### src/direct_form_iir_filter_defines.svh
// Assertion macros for the direct-form IIR filter.
// Expects clk and rst_n in the scope where the macros are used.
`ifndef DIRECT_FORM_IIR_FILTER_DEFINES_SVH
`define DIRECT_FORM_IIR_FILTER_DEFINES_SVH

// Check a property on every clock edge out of reset.
`define DFIIR_ASSERT(lbl, prop, msg) \
    lbl: assert property (@(posedge clk) disable iff (!rst_n) (prop)) else $error(msg);

// Check a property on every clock edge, reset included.
`define DFIIR_ASSERT_ALWAYS(lbl, prop, msg) \
    lbl: assert property (@(posedge clk) (prop)) else $error(msg);

`endif

### src/dfiir_pkg.sv
// Shared types, constants and register codes for the direct-form IIR filter.
// No dependencies.
package dfiir_pkg;

    localparam int SAMPLE_W   = 16;
    localparam int COEF_W     = 18;
    localparam int HIST_DEPTH = 3;
    localparam int CFG_IDX_W  = 3;
    localparam int PROD_W     = SAMPLE_W + COEF_W;
    localparam int FRAC_SHIFT = 14;

    localparam int FF_TAPS_DEF = 4;
    localparam int FB_TAPS_DEF = 3;

    localparam int SAMPLE_MAX = 32767;
    localparam int SAMPLE_MIN = -32768;

    localparam logic CMD_FILTER = 1'b0;
    localparam logic CMD_CLEAR  = 1'b1;

    localparam logic [CFG_IDX_W-1:0] REG_FF_COEF_0 = 3'd0;
    localparam logic [CFG_IDX_W-1:0] REG_FF_COEF_1 = 3'd1;
    localparam logic [CFG_IDX_W-1:0] REG_FF_COEF_2 = 3'd2;
    localparam logic [CFG_IDX_W-1:0] REG_FF_COEF_3 = 3'd3;
    localparam logic [CFG_IDX_W-1:0] REG_FB_COEF_1 = 3'd4;
    localparam logic [CFG_IDX_W-1:0] REG_FB_COEF_2 = 3'd5;
    localparam logic [CFG_IDX_W-1:0] REG_FB_COEF_3 = 3'd6;

    typedef logic signed [SAMPLE_W-1:0] sample_t;
    typedef logic signed [COEF_W-1:0]   coef_t;

    // Q3.14 value of 1.0
    localparam coef_t COEF_ONE = 18'sd16384;

    typedef struct packed {
        logic    cmd;
        sample_t sample;
    } iir_in_t;

    typedef struct packed {
        sample_t filtered;
        logic    saturated;
    } iir_out_t;

    // ff[0] is the current-input tap; fb[k] is the tap for output k+1 back.
    typedef struct packed {
        coef_t [3:0]            ff;
        coef_t [HIST_DEPTH-1:0] fb;
    } coef_set_t;

    // Index 0 holds the newest entry.
    typedef struct packed {
        sample_t [HIST_DEPTH-1:0] x;
        sample_t [HIST_DEPTH-1:0] y;
    } hist_t;

endpackage

### src/dfiir_coef_regs.sv
// Coefficient register file written through the configuration channel.
// Depends on dfiir_pkg.
module dfiir_coef_regs
    import dfiir_pkg::*;
(
    input  logic                 clk,
    input  logic                 rst_n,
    input  logic                 cfg_valid,
    input  logic [CFG_IDX_W-1:0] cfg_index,
    input  logic [COEF_W-1:0]    cfg_data,
    output coef_set_t            coefs
);

    localparam coef_set_t COEF_RESET = {{3{coef_t'(0)}}, COEF_ONE, {HIST_DEPTH{coef_t'(0)}}};

    coef_set_t coef_reg;

    always_ff @(posedge clk or negedge rst_n)
    begin
        if (!rst_n)
        begin
            coef_reg <= COEF_RESET;
        end
        else if (cfg_valid)
        begin
            case (cfg_index)
                REG_FF_COEF_0: coef_reg.ff[0] <= coef_t'(cfg_data);
                REG_FF_COEF_1: coef_reg.ff[1] <= coef_t'(cfg_data);
                REG_FF_COEF_2: coef_reg.ff[2] <= coef_t'(cfg_data);
                REG_FF_COEF_3: coef_reg.ff[3] <= coef_t'(cfg_data);
                REG_FB_COEF_1: coef_reg.fb[0] <= coef_t'(cfg_data);
                REG_FB_COEF_2: coef_reg.fb[1] <= coef_t'(cfg_data);
                REG_FB_COEF_3: coef_reg.fb[2] <= coef_t'(cfg_data);
                default:       coef_reg       <= coef_reg;
            endcase
        end
    end

    assign coefs = coef_reg;

endmodule

### config.mk
export PLATFORM = sky130hd
export DESIGN_NAME = dfiir_coef_regs
export DESIGN_NICKNAME = d
export VERILOG_FILES = /design/src/direct_form_iir_filter_defines.svh /design/src/dfiir_pkg.sv /design/src/dfiir_coef_regs.sv
export SDC_FILE = /design/constraint.sdc
export NUM_CORES = 1
export LEC_CHECK = 0
export ABC_CLOCK_PERIOD_IN_PS = 1100
export BUFFER_PORTS_ARGS = -buffer_cell sky130_fd_sc_hd__buf_2
export CAP_MARGIN = 20
export CORE_ASPECT_RATIO = 1.4
export CORE_MARGIN = 2
export CORE_UTILIZATION = 40
export DETAILED_ROUTE_END_ITERATION = 8
export GPL_TIMING_DRIVEN = 0
export PLACE_DENSITY = 0.71
export REMOVE_ABC_BUFFERS = 1
export SYNTH_ARGS = -nofsm -noshare
export SYNTH_HDL_FRONTEND = slang
export SYNTH_SLANG_ARGS = --single-unit
### constraint.sdc
create_clock -name clk -period 1.1 [get_ports clk]
set_input_delay 0.165 -clock clk [delete_from_list [all_inputs] [get_ports clk]]
set_output_delay 0.165 -clock clk [all_outputs]
set_load 0.02 [all_outputs]
=== Word level (Yosys, flattened, before mapping) ===
Cells that the tools add are included.

* Eq/ne operators: 6
* Reduce and logical (&&, ||, !) cells: 8

{| class="wikitable"
|+ Operators with widths
! operator !! number
|-
| AND reduction 2 bit || 7
|-
| equality test 3 bit, second input constant || 3
|-
| equality test 3 x 2 -> 1 bit, second input constant || 2
|-
| equality test 3 x 1 -> 1 bit, second input constant || 1
|-
| logical NOT 3 bit || 1
|}

* Input port bits: 24
* Bits in registers: 126
* Word-level logic and storage cells: 21
* Output and inout port bits: 126

=== Logic depth before layout (Yosys ltp) ===
Gate-level depths: netlist of the first run.

* Depth in word-level cells: 2
* Mapped depth: 5
* Mapped depth without buffers: 2

=== Least setup slack after synthesis of the first run ===
OpenSTA, ideal clock, no wires.

* Kind: in2reg
* From: input cfg_index[0]
* To: register coef_reg, in the netlist coefs[54]
* Data arrival time: 1,337 ps
* Stages: 4
* Setup time: 125 ps
* Path slack: -362 ps
* Buffers on the path: 2
* Data required time: 975 ps
* Path through: buf_4 -> nor4b_4 -> buf_6 -> mux2_4

* Longest elaborated chain between the ends: 2

{| class="wikitable"
|+ RTL lines
! element !! RTL line !! source
|-
| start: declaration || dfiir_coef_regs.sv:9 || <nowiki>input logic [CFG_IDX_W-1:0] cfg_index,</nowiki>
|-
| logical NOT 3 bit || dfiir_coef_regs.sv:26 || <nowiki>case (cfg_index)</nowiki>
|-
| AND reduction 2 bit (no line) || - ||
|-
| end signal: assignment || dfiir_coef_regs.sv:34 || <nowiki>default: coef_reg <= coef_reg;</nowiki>
|-
| end: declaration || dfiir_coef_regs.sv:16 || <nowiki>coef_set_t coef_reg;</nowiki>
|}

Every way passes these cells.
A chain may end at the register's enable or synchronous reset.

=== Worst setup path after layout of the first run ===
* From: register coef_reg, in the netlist coefs[68]
* To: output coefs[68] (netlist name)

{| class="wikitable"
|+ RTL lines
! element !! RTL line !! source
|-
| end: declaration || dfiir_coef_regs.sv:11 || <nowiki>output coef_set_t coefs</nowiki>
|}

No word-level cell between the ends.

==> reports/qor.csv, run 1 <==
stage,metric,value,unit
status,status,"complete, but fails checks",
status,failing checks,negative setup slack,
critical_path,CP max-delay cell,dfstp_2,
clock_tree,clk sinks,126,
critical_path,Crit Path Category,flip-flop to output pin,
timing,clock period minus worst slack,1.223,ns
routing,M1 WL,4649,um
clock_tree,CTS tree,yes,
routing,Vias per Instance,4.908,
floorplanning,die area,0.01291,mm2
clock_tree,Max H-tree Level,4,
timing,Max Slew Vio Count,0,
timing,final critical-path setup slack,-0.1230,ns
critical_path,"reg-to-reg slack, setup",0.08,ns
critical_path,FF-to-FF path depth,3,
global_route,grt total ovfl,0,
critical_path,Worst EP arrival,1.06,ns
placed_design,pre-CTS setup slack,-0.9239,ns
timing,crit share post-route,111.2,%
final_layout,layout cells sized above 1,73.24,%
logic_synthesis,Mapped Area,0.004802,mm2
critical_path,crit path max fanout,2,
routing,DR WL/cell,19.40,um
routing,drt first pass iters,4,
clock_tree,CTS root buffer,clkbuf_16,
routing,metal3 WL,486,um
routing,routed wire length,12200,um
floorplanning,Placement Rows,47,
floorplanning,I/O pin count,150,
critical_path,"Critical Path, Cell by Cell",buf_6,
final_layout,synthesis-to-layout area growth,55.60,%
hold_path,hold depth,2,
placed_design,post-DP HPWL,7819,um
power_and_ir_drop,Comb power frac,31.4,%
global_route,gr usage total,19.28,%
routing,First DRT Iteration DRCs,117,
routing,remaining antenna violation count,0,
final_layout,most frequent cells in the layout,"buf_6, dfrtp_1, mux2_2, buf_4, buf_2",
hold_path,Hold Startpoint,cfg_data[8],
clock_tree,Num CTS Buffers,17,
timing,Final setup viols,45,
placed_design,final RePlAce weighted congestion,0.7023,
power_and_ir_drop,sw frac,29.49,%
power_and_ir_drop,Sw Pwr,5.137,mW
final_layout,Layout Cell Area excl Fill,0.007472,mm2
timing,Worst-Margin Slew,0.4955,ns
power_and_ir_drop,Power Internal,12.28,mW
critical_path,CP Buf/Inv Count,1,
placed_design,DP Area,0.005778,mm2
timing,Max Clk Rate,817.6,MHz
routing,routed via count,3087,
critical_path,crit start category,flip-flop,
logic_synthesis,Cell variety after synth,10,
placed_design,# port buffers,149,
logic_synthesis,Synth Register Bits,126,
logic_synthesis,yosys warns,0,
final_layout,Total Nets Final,493,
floorplanning,core footprint,0.01176,mm2
final_layout,"most common cell after layout, fill and taps aside",buf_6,
hold_path,Worst Hold End,coefs[98]$_DFFE_PN0P_,
logic_synthesis,"Seq/Total Area, Yosys",65.69,%
clock_tree,clk buf depth,2,
run,MaxCap Viol Count,0,
critical_path,CP endpoint kind,output pin,
critical_path,CP required,0.94,ns
timing,unrepaired setup endpoints after global routing,yes,
critical_path,CP Depth,1,
timing,Worst Skew,0,ns
floorplanning,Initial Util,40.83,%
clock_tree,Clock transition at path regs,0.06,ns
timing,slew margin rel.,66.92,%
floorplanning,Die Span X,96.60,um
global_route,initial antenna violation count,0,
critical_path,RR Startpoint,coefs[109]$_DFFE_PN0P_,
critical_path,Top Family by Delay on Critical Path,flip-flops,
global_route,first-pass GRT wire length,19070,um
power_and_ir_drop,sequential share of power,37.0,%
critical_path,r2r endpoint,coefs[109]$_DFFE_PN0P_,
global_route,number of global-route vias before repair,3335,
clock_tree,Skew-Pair Late Insertion Delay,0.41,ns
critical_path,CP max stage delay,0.54,ns
final_layout,# fillers,829,
power_and_ir_drop,PwrDens,2331,mW/mm2
routing,Top Metal Used,met4,
power_and_ir_drop,Peak VDD IR,1.329,mV
routing,DRC viols,0,
logic_synthesis,Mean Syn Cell Area,17.59,um2
floorplanning,chip height,133.6,um
final_layout,# diodes,0,
final_layout,Largest register FFs,126,
power_and_ir_drop,power share of the clock group,31.7,%
routing,routed wl met2,6815,um
power_and_ir_drop,Leak,3.522,nW
global_route,largest net degree at the start of global routing,73,
hold_path,min-delay worst type,input pin to flip-flop,
timing,final hold violations,0,
logic_synthesis,Cells after Synth,273,
==> power by group through the flow <==
stage	sequential (mW)	clock, mW	combinational, mW
final	6.44	5.52	5.47
after global routing	6.55	5.85	5.71
after CTS	6.42	5.62	5.34
after detailed placement	6.23	0	3.90
after global placement	6.18	0	3.78
after floorplan	7.51	0	0.998
==> Yosys cell counts <==
master | instances | share of area, %
buf_6 | 2 | 0.47
buf_4 | 4 | 0.63
mux2_4 | 10 | 3.1
dfstp_2 | 1 | 0.55
buf_2 | 8 | 0.83
mux2_2 | 116 | 27
nand4b_2 | 3 | 0.94
dfrtp_1 | 125 | 65
nor4bb_1 | 3 | 0.63
nor4b_4 | 1 | 0.49
==> how the worst max path moves through the flow <==
stage	start	endpoint	slack, ns
final	coefs[68]$_DFFE_PN1P_	coefs[68]	-0.12
after detailed placement	cfg_index[1]	coefs[59]$_DFFE_PN0P_	-0.92
after global routing	coefs[68]$_DFFE_PN1P_	coefs[68]	-0.17
after global placement	cfg_valid	coefs[89]$_DFFE_PN0P_	-3.72
after floorplan	cfg_index[0]	coefs[0]$_DFFE_PN0P_	-1.46
after CTS	cfg_index[1]	coefs[26]$_DFFE_PN0P_	-0.30
==> per-layer routing <==
| metal | global-route usage (%) | vias to the layer above |
|---|---|---|
| li1 | - | 1363 |
| met1 | 22.86 | 1618 |
| met2 | 33.29 | 87 |
| met3 | 5.089 | 19 |
| met4 | 7.903 | 0 |
| met5 | 0 | - |
==> logic make-up after synthesis <==
logic type	Yosys count	synth area share [%]
mux	126	30.33
flops	126	65.69
simple gates	7	2.058
buf+inv	14	1.928
==> stage by stage <==
| step | power [mW] | std cells | hold WS (ns) | setup TNS [ns] | util [%] |
|---|---|---|---|---|---|
| 2_1_floorplan | 8.510 | 259 | -0.1306 | -89.58 | - |
| 3_3_place_gp | 9.961 | 555 | 0.4765 | -451.48 | 47.95 |
| 3_5_place_dp | 10.13 | 561 | 0.1543 | -90.47 | 49.13 |
| 4_1_cts | 17.37 | 617 | 0.05129 | -16.23 | 62.47 |
| 5_1_grt | 18.11 | 629 | 0.06708 | -4.144 | 63.53 |
| 6_report | 17.42 | 629 | 0.07351 | -0.3814 | 63.53 |
==> layout make-up <==
class,count,area (um2),share of cell area [%]
tap,147,183.9,2.461
clock buffer,20,436.7,5.844
clock inverter,12,145.1,1.942
sequential,126,3154,42.21
timing repair buffer,191,1926,25.77
multi-input combinational,133,1627,21.77
==> timing repair <==
item	4_1_cts	5_1_grt
resized for setup	257	9
endpoints found under the setup margin	252	264
buffers inserted	23	12
endpoints found under the hold margin	53	0
pin swaps	4	3
hold buffers	1	0
Note: power is estimated with default switching activity, not from simulation.
==> run 2, diff against run 1 <==
==> constraint.sdc (replaced) <==
create_clock -name clk -period 1.1 [get_ports clk]
set_input_delay 0.165 -clock clk [delete_from_list [all_inputs] [get_ports clk]]
set_output_delay 0.165 -clock clk [all_outputs]
set_load 0.01 [all_outputs]
==> run 2 against run 1 <==
Effect of this change: the run still ends with negative setup slack left; largest cell class unchanged; critical path depth grew 2; clock-buffer cell count is the same; final cell count shrank 0.16%; clock power is essentially flat; critical path type is now input pin to flip-flop; sequential cell count is the same; design area shrank 7.9%; highest routed layer unchanged; core utilization shrank 5.0 points; sequential power shrank 3%; largest power group unchanged.
==> reports/qor.csv, run 2 (same netlist as run 1, synthesis figures left out) <==
stage,metric,value,unit
critical_path,Top Family by Delay on Critical Path,simple AND/OR/NAND/NOR gates,
global_route,largest net degree at the start of global routing,73,
placed_design,placed cells,561,
timing,Max Slew Vio Count,0,
floorplanning,Die Span X,96.60,um
routing,routed wire length,11640,um
hold_path,Worst Hold End,coefs[65]$_DFFE_PN0P_,
final_layout,"Cell Count, Final, Fillers Out",628,
timing,Worst Skew,0,ns
timing,slew margin rel.,43.17,%
routing,First DRT Iteration DRCs,80,
critical_path,FF-to-FF path depth,3,
status,status,"complete, but fails checks",
global_route,gr usage total,18.46,%
status,failing checks,negative setup slack,
run,MaxCap Viol Count,0,
placed_design,# port buffers,149,
power_and_ir_drop,Peak VDD IR,1.286,mV
critical_path,CP endpoint kind,flip-flop,
routing,M1 WL,4650,um
final_layout,"most common cell after layout, fill and taps aside",dfrtp_1,
routing,remaining antenna violation count,0,
power_and_ir_drop,total power,15.51,mW
final_layout,synthesis-to-layout area growth,43.38,%
critical_path,crit path max fanout,18,
clock_tree,Skew-Pair Late Insertion Delay,0.41,ns
floorplanning,die area,0.01291,mm2
critical_path,CP max-delay cell,nand4b_2,
routing,Vias per Instance,4.882,
timing,Final setup viols,43,
floorplanning,Placement Rows,47,
final_layout,# diodes,0,
hold_path,hold depth,2,
timing,clock period minus worst slack,1.378,ns
final_layout,Largest register FFs,126,
routing,DR WL/cell,18.54,um
global_route,grt total ovfl,0,
critical_path,CP max stage delay,0.78,ns
routing,drt first pass iters,6,
final_layout,most frequent cells in the layout,"dfrtp_1, mux2_2, buf_2, buf_6, buf_4",
global_route,number of global-route vias before repair,3235,
clock_tree,CTS tree,yes,
critical_path,"reg-to-reg slack, setup",0.08,ns
routing,metal3 WL,492,um
floorplanning,Initial Util,40.83,%
global_route,first-pass GRT wire length,18260,um
clock_tree,clk sinks,126,
power_and_ir_drop,Leak,3.332,nW
clock_tree,Max H-tree Level,4,
critical_path,CP required,1.38,ns
final_layout,# fillers,924,
routing,Top Metal Used,met4,
hold_path,Hold Startpoint,cfg_data[11],
clock_tree,CTS root buffer,clkbuf_16,
power_and_ir_drop,PwrDens,2253,mW/mm2
critical_path,RR Startpoint,coefs[109]$_DFFE_PN0P_,
critical_path,crit start category,input pin,
placed_design,DP Area,0.005778,mm2
floorplanning,I/O pin count,150,
routing,DRC viols,0,
final_layout,layout cells sized above 1,73.18,%
clock_tree,clk buf depth,2,
hold_path,min-delay worst type,input pin to flip-flop,
clock_tree,Num CTS Buffers,17,
critical_path,"Critical Path, Cell by Cell",buf_4 > nand4b_2 > mux2_2,
placed_design,post-DP HPWL,7819,um
timing,Worst-Margin Slew,0.8494,ns
routing,routed via count,3066,
timing,final critical-path setup slack,-0.2777,ns
routing,routed wl met2,6290,um
critical_path,CP Buf/Inv Count,1,
floorplanning,chip height,133.6,um
timing,unrepaired setup endpoints after global routing,yes,
critical_path,CP Depth,3,
critical_path,r2r endpoint,coefs[109]$_DFFE_PN0P_,
timing,crit share post-route,125.2,%
final_layout,Layout Cell Area excl Fill,0.006885,mm2
critical_path,Crit Path Category,input pin to flip-flop,
clock_tree,Clock transition at path regs,0.06,ns
final_layout,Final Util,58.54,%
placed_design,final RePlAce weighted congestion,0.7023,
global_route,initial antenna violation count,0,
timing,Max Clk Rate,725.8,MHz
critical_path,Worst EP arrival,1.66,ns
floorplanning,core footprint,0.01176,mm2
final_layout,Total Nets Final,492,
timing,final hold violations,0,
## run 2: cell count changes in the layout (fill, tap and decap cells not counted)
cell	change
buf_2	+91
buf_4	-3
buf_6	-89
nand4b_2	+2
nand4b_4	-2
## run 2: repair_timing
item,4_1_cts,5_1_grt
pin swaps,4,1
gates resized for setup,37,11
endpoints found under the setup margin,245,263
hold endpoints to repair,53,0
hold buffers,1,0
setup buffers,22,12
gates cloned,0,0
## run 2: metrics by stage
stage               setup slack (ns)  hold WS (ns)  TNS, ns
floorplan                     -1.458       -0.1306   -89.58
global placement              -3.716        0.4765  -451.48
detailed placement           -0.9239        0.1543   -90.47
CTS                          -0.3022       0.05129   -15.02
global route                 -0.3020       0.06936   -13.01
finish                       -0.2777       0.07123   -8.924
## run 2: cell type report
cell class	count	area (um2)	share of cell area, %
sequential	126	3154	45.81
clock inverter	12	145.1	2.108
tap	147	183.9	2.671
clock buffer	20	436.7	6.342
multi-input combinational	133	1609	23.37
timing repair buffer	190	1356	19.70
## run 2: worst register-to-register path, delay by kind of cell (launching register included)
kind	cells	cell delay [ns]
DFF	1	0.38
buffers and inverters	2	0.26
muxes	1	0.26
## run 2: worst max path at each step
stage,start,endpoint
2_1_floorplan,cfg_index[0],coefs[0]$_DFFE_PN0P_
5_1_grt,cfg_index[1],coefs[48]$_DFFE_PN0P_
6_report,cfg_index[0],coefs[37]$_DFFE_PN0P_
3_3_place_gp,cfg_valid,coefs[89]$_DFFE_PN0P_
3_5_place_dp,cfg_index[1],coefs[59]$_DFFE_PN0P_
4_1_cts,cfg_index[1],coefs[26]$_DFFE_PN0P_
## run 2: power by group
part	leakage [nW]	total, mW	switching, mW	internal [mW]
sequential	1.51	6.25	0.576	5.67
clock	0.287	5.51	1.97	3.54
combinational	1.53	3.75	1.56	2.19
## run 2: metal layers
metal	global-route usage, %	vias to the layer above
met4	7.277	0
li1	-	1361
met1	21.71	1596
met5	0	-
met2	32.21	91
met3	4.879	18
==> run 3, diff against run 2 <==
--- a/config.mk
+++ b/config.mk
@@ -10,10 +10,10 @@
 export CAP_MARGIN = 20
 export CORE_ASPECT_RATIO = 1.4
 export CORE_MARGIN = 2
-export CORE_UTILIZATION = 40
+export CORE_UTILIZATION = 52
 export DETAILED_ROUTE_END_ITERATION = 8
 export GPL_TIMING_DRIVEN = 0
-export PLACE_DENSITY = 0.71
+export PLACE_DENSITY = 0.87
 export REMOVE_ABC_BUFFERS = 1
 export SYNTH_ARGS = -nofsm -noshare
 export SYNTH_HDL_FRONTEND = slang
==> run 3 against run 2 <==
Effect of this change: the run still ends with negative setup slack left; sequential cell count did not move; design area rose by 1.7%; clock power rose by 4%; global-route usage rose by 6.7 points; highest routed layer unchanged.
==> reports/qor.csv, run 3 (same netlist as run 1, synthesis figures left out) <==
stage,metric,value,unit
status,status,"complete, but fails checks",
status,failing checks,negative setup slack,
clock_tree,Clock transition at path regs,0.06,ns
floorplanning,Initial Util,53.49,%
placed_design,# port buffers,149,
placed_design,final RePlAce weighted congestion,0.7600,
placed_design,post-DP HPWL,7325,um
critical_path,CP Buf/Inv Count,1,
power_and_ir_drop,PwrDens,2279,mW/mm2
timing,Worst-Margin Slew,0.5472,ns
routing,DR WL/cell,20.73,um
routing,Vias per Instance,5.296,
timing,Max Clk Rate,823.3,MHz
routing,metal3 WL,563,um
critical_path,crit path max fanout,2,
clock_tree,clk sinks,126,
critical_path,Crit Path Category,flip-flop to output pin,
final_layout,Largest register FFs,126,
critical_path,CP max stage delay,0.54,ns
timing,unrepaired setup endpoints after global routing,yes,
power_and_ir_drop,Peak VDD IR,1.432,mV
critical_path,"Critical Path, Cell by Cell",buf_6,
routing,routed wl met2,6724,um
timing,Worst Skew,0,ns
floorplanning,core footprint,0.008977,mm2
routing,DRC viols,0,
global_route,number of global-route vias before repair,3341,
routing,drt first pass iters,4,
power_and_ir_drop,total power,15.96,mW
routing,M1 WL,4817,um
critical_path,"reg-to-reg slack, setup",0.07,ns
final_layout,# fillers,524,
timing,final hold violations,0,
critical_path,CP required,0.94,ns
critical_path,crit start category,flip-flop,
timing,clock period minus worst slack,1.215,ns
timing,Max Slew Vio Count,0,
timing,crit share post-route,110.4,%
run,MaxCap Viol Count,0,
global_route,grt total ovfl,0,
timing,Final setup viols,7,
floorplanning,Die Span X,85.22,um
clock_tree,Max H-tree Level,4,
timing,worst hold slack,0.07528,ns
global_route,initial antenna violation count,0,
final_layout,Total Nets Final,505,
final_layout,layout cells sized above 1,74.29,%
timing,TNS Setup,-0.1544,ns
hold_path,Hold Startpoint,cfg_data[4],
timing,final critical-path setup slack,-0.1146,ns
final_layout,# diodes,0,
global_route,largest net degree at the start of global routing,108,
clock_tree,clk buf depth,2,
global_route,first-pass GRT wire length,18690,um
final_layout,most frequent cells in the layout,"dfrtp_1, mux2_2, buf_2, buf_4, buf_6",
critical_path,Top Family by Delay on Critical Path,flip-flops,
critical_path,FF-to-FF path depth,3,
floorplanning,I/O pin count,150,
critical_path,RR Startpoint,coefs[85]$_DFFE_PN0P_,
hold_path,min-delay worst type,input pin to flip-flop,
timing,slew margin rel.,63.52,%
final_layout,Final Util,78.01,%
clock_tree,CTS tree,yes,
critical_path,CP endpoint kind,output pin,
routing,routed wire length,12460,um
final_layout,"most common cell after layout, fill and taps aside",dfrtp_1,
global_route,gr usage total,25.16,%
critical_path,Worst EP arrival,1.05,ns
routing,routed via count,3183,
clock_tree,CTS root buffer,clkbuf_16,
routing,Top Metal Used,met4,
hold_path,hold depth,2,
final_layout,synthesis-to-layout area growth,45.83,%
floorplanning,Placement Rows,41,
hold_path,Worst Hold End,coefs[94]$_DFFE_PN0P_,
critical_path,crit path launch,coefs[68]$_DFFE_PN1P_,
routing,remaining antenna violation count,0,
floorplanning,chip height,117.7,um
power_and_ir_drop,Leak,3.432,nW
clock_tree,Num CTS Buffers,17,
clock_tree,Skew-Pair Late Insertion Delay,0.40,ns
critical_path,CP max-delay cell,dfstp_2,
routing,First DRT Iteration DRCs,99,
floorplanning,die area,0.01003,mm2
critical_path,r2r endpoint,coefs[85]$_DFFE_PN0P_,
==> run 3: changes by cell type in the layout (fill, tap and decap cells not counted) <==
cell and change:
buf_12 +2, buf_2 -2, buf_4 +16, buf_6 -2, buf_8 -1, clkbuf_1 -2, clkbuf_8 +4, clkinv_2 -2
nand4b_2 -2, nand4b_4 +2
==> run 3: stage by stage <==
stage | setup WS, ns | cell area [um2] | std cells
2_1_floorplan | -1.458 | 4710 | 259
4_1_cts | -0.2853 | 6721 | 581
3_5_place_dp | -0.8992 | 5720 | 520
6_report | -0.1146 | 7003 | 601
5_1_grt | -0.1421 | 7003 | 601
3_3_place_gp | -3.434 | 5589 | 515
==> run 3: repair_timing <==
item | in CTS | in global routing
setup buffers | 28 | 20
endpoints found under the hold margin | 69 | 0
hold buffers | 1 | 0
resized for setup | 27 | 24
pin swaps | 4 | 2
setup endpoints to repair | 220 | 173
==> run 3: per-layer routing <==
metal,GRT usage [%],vias to the layer above
met3,7.504,26
met5,0,-
met2,42.33,114
li1,-,1402
met1,29.64,1641
met4,10.71,0
==> run 3: how the worst max path moves through the flow <==
stage / slack [ns] / end / cells past startpoint
5_1_grt: -0.14 / coefs[68] / 1
3_5_place_dp: -0.90 / coefs[59]$_DFFE_PN0P_ / 4
2_1_floorplan: -1.46 / coefs[0]$_DFFE_PN0P_ / 2
6_report: -0.11 / coefs[68] / 1
4_1_cts: -0.29 / coefs[45]$_DFFE_PN0P_ / 3
3_3_place_gp: -3.43 / coefs[93]$_DFFE_PN0P_ / 3
==> run 3: cell type report <==
class                           instances  area, um2  share of cell area, %
Clock buffer                           22      484.2                  6.914
Clock inverter                         10      135.1                  1.930
Multi-Input combinational cell        133       1627                  23.23
Sequential cell                       126       3154                  45.04
Tap cell                              107      133.9                  1.912
Timing Repair Buffer                  203       1469                  20.98
==> run 3: where the power goes <==
group	switching [mW]	total (mW)	leakage, nW	internal (mW)
clock	1.92	5.71	0.306	3.79
sequential	0.591	6.26	1.51	5.67
combinational	1.67	3.98	1.62	2.31
total	4.18	16.0	3.43	11.8
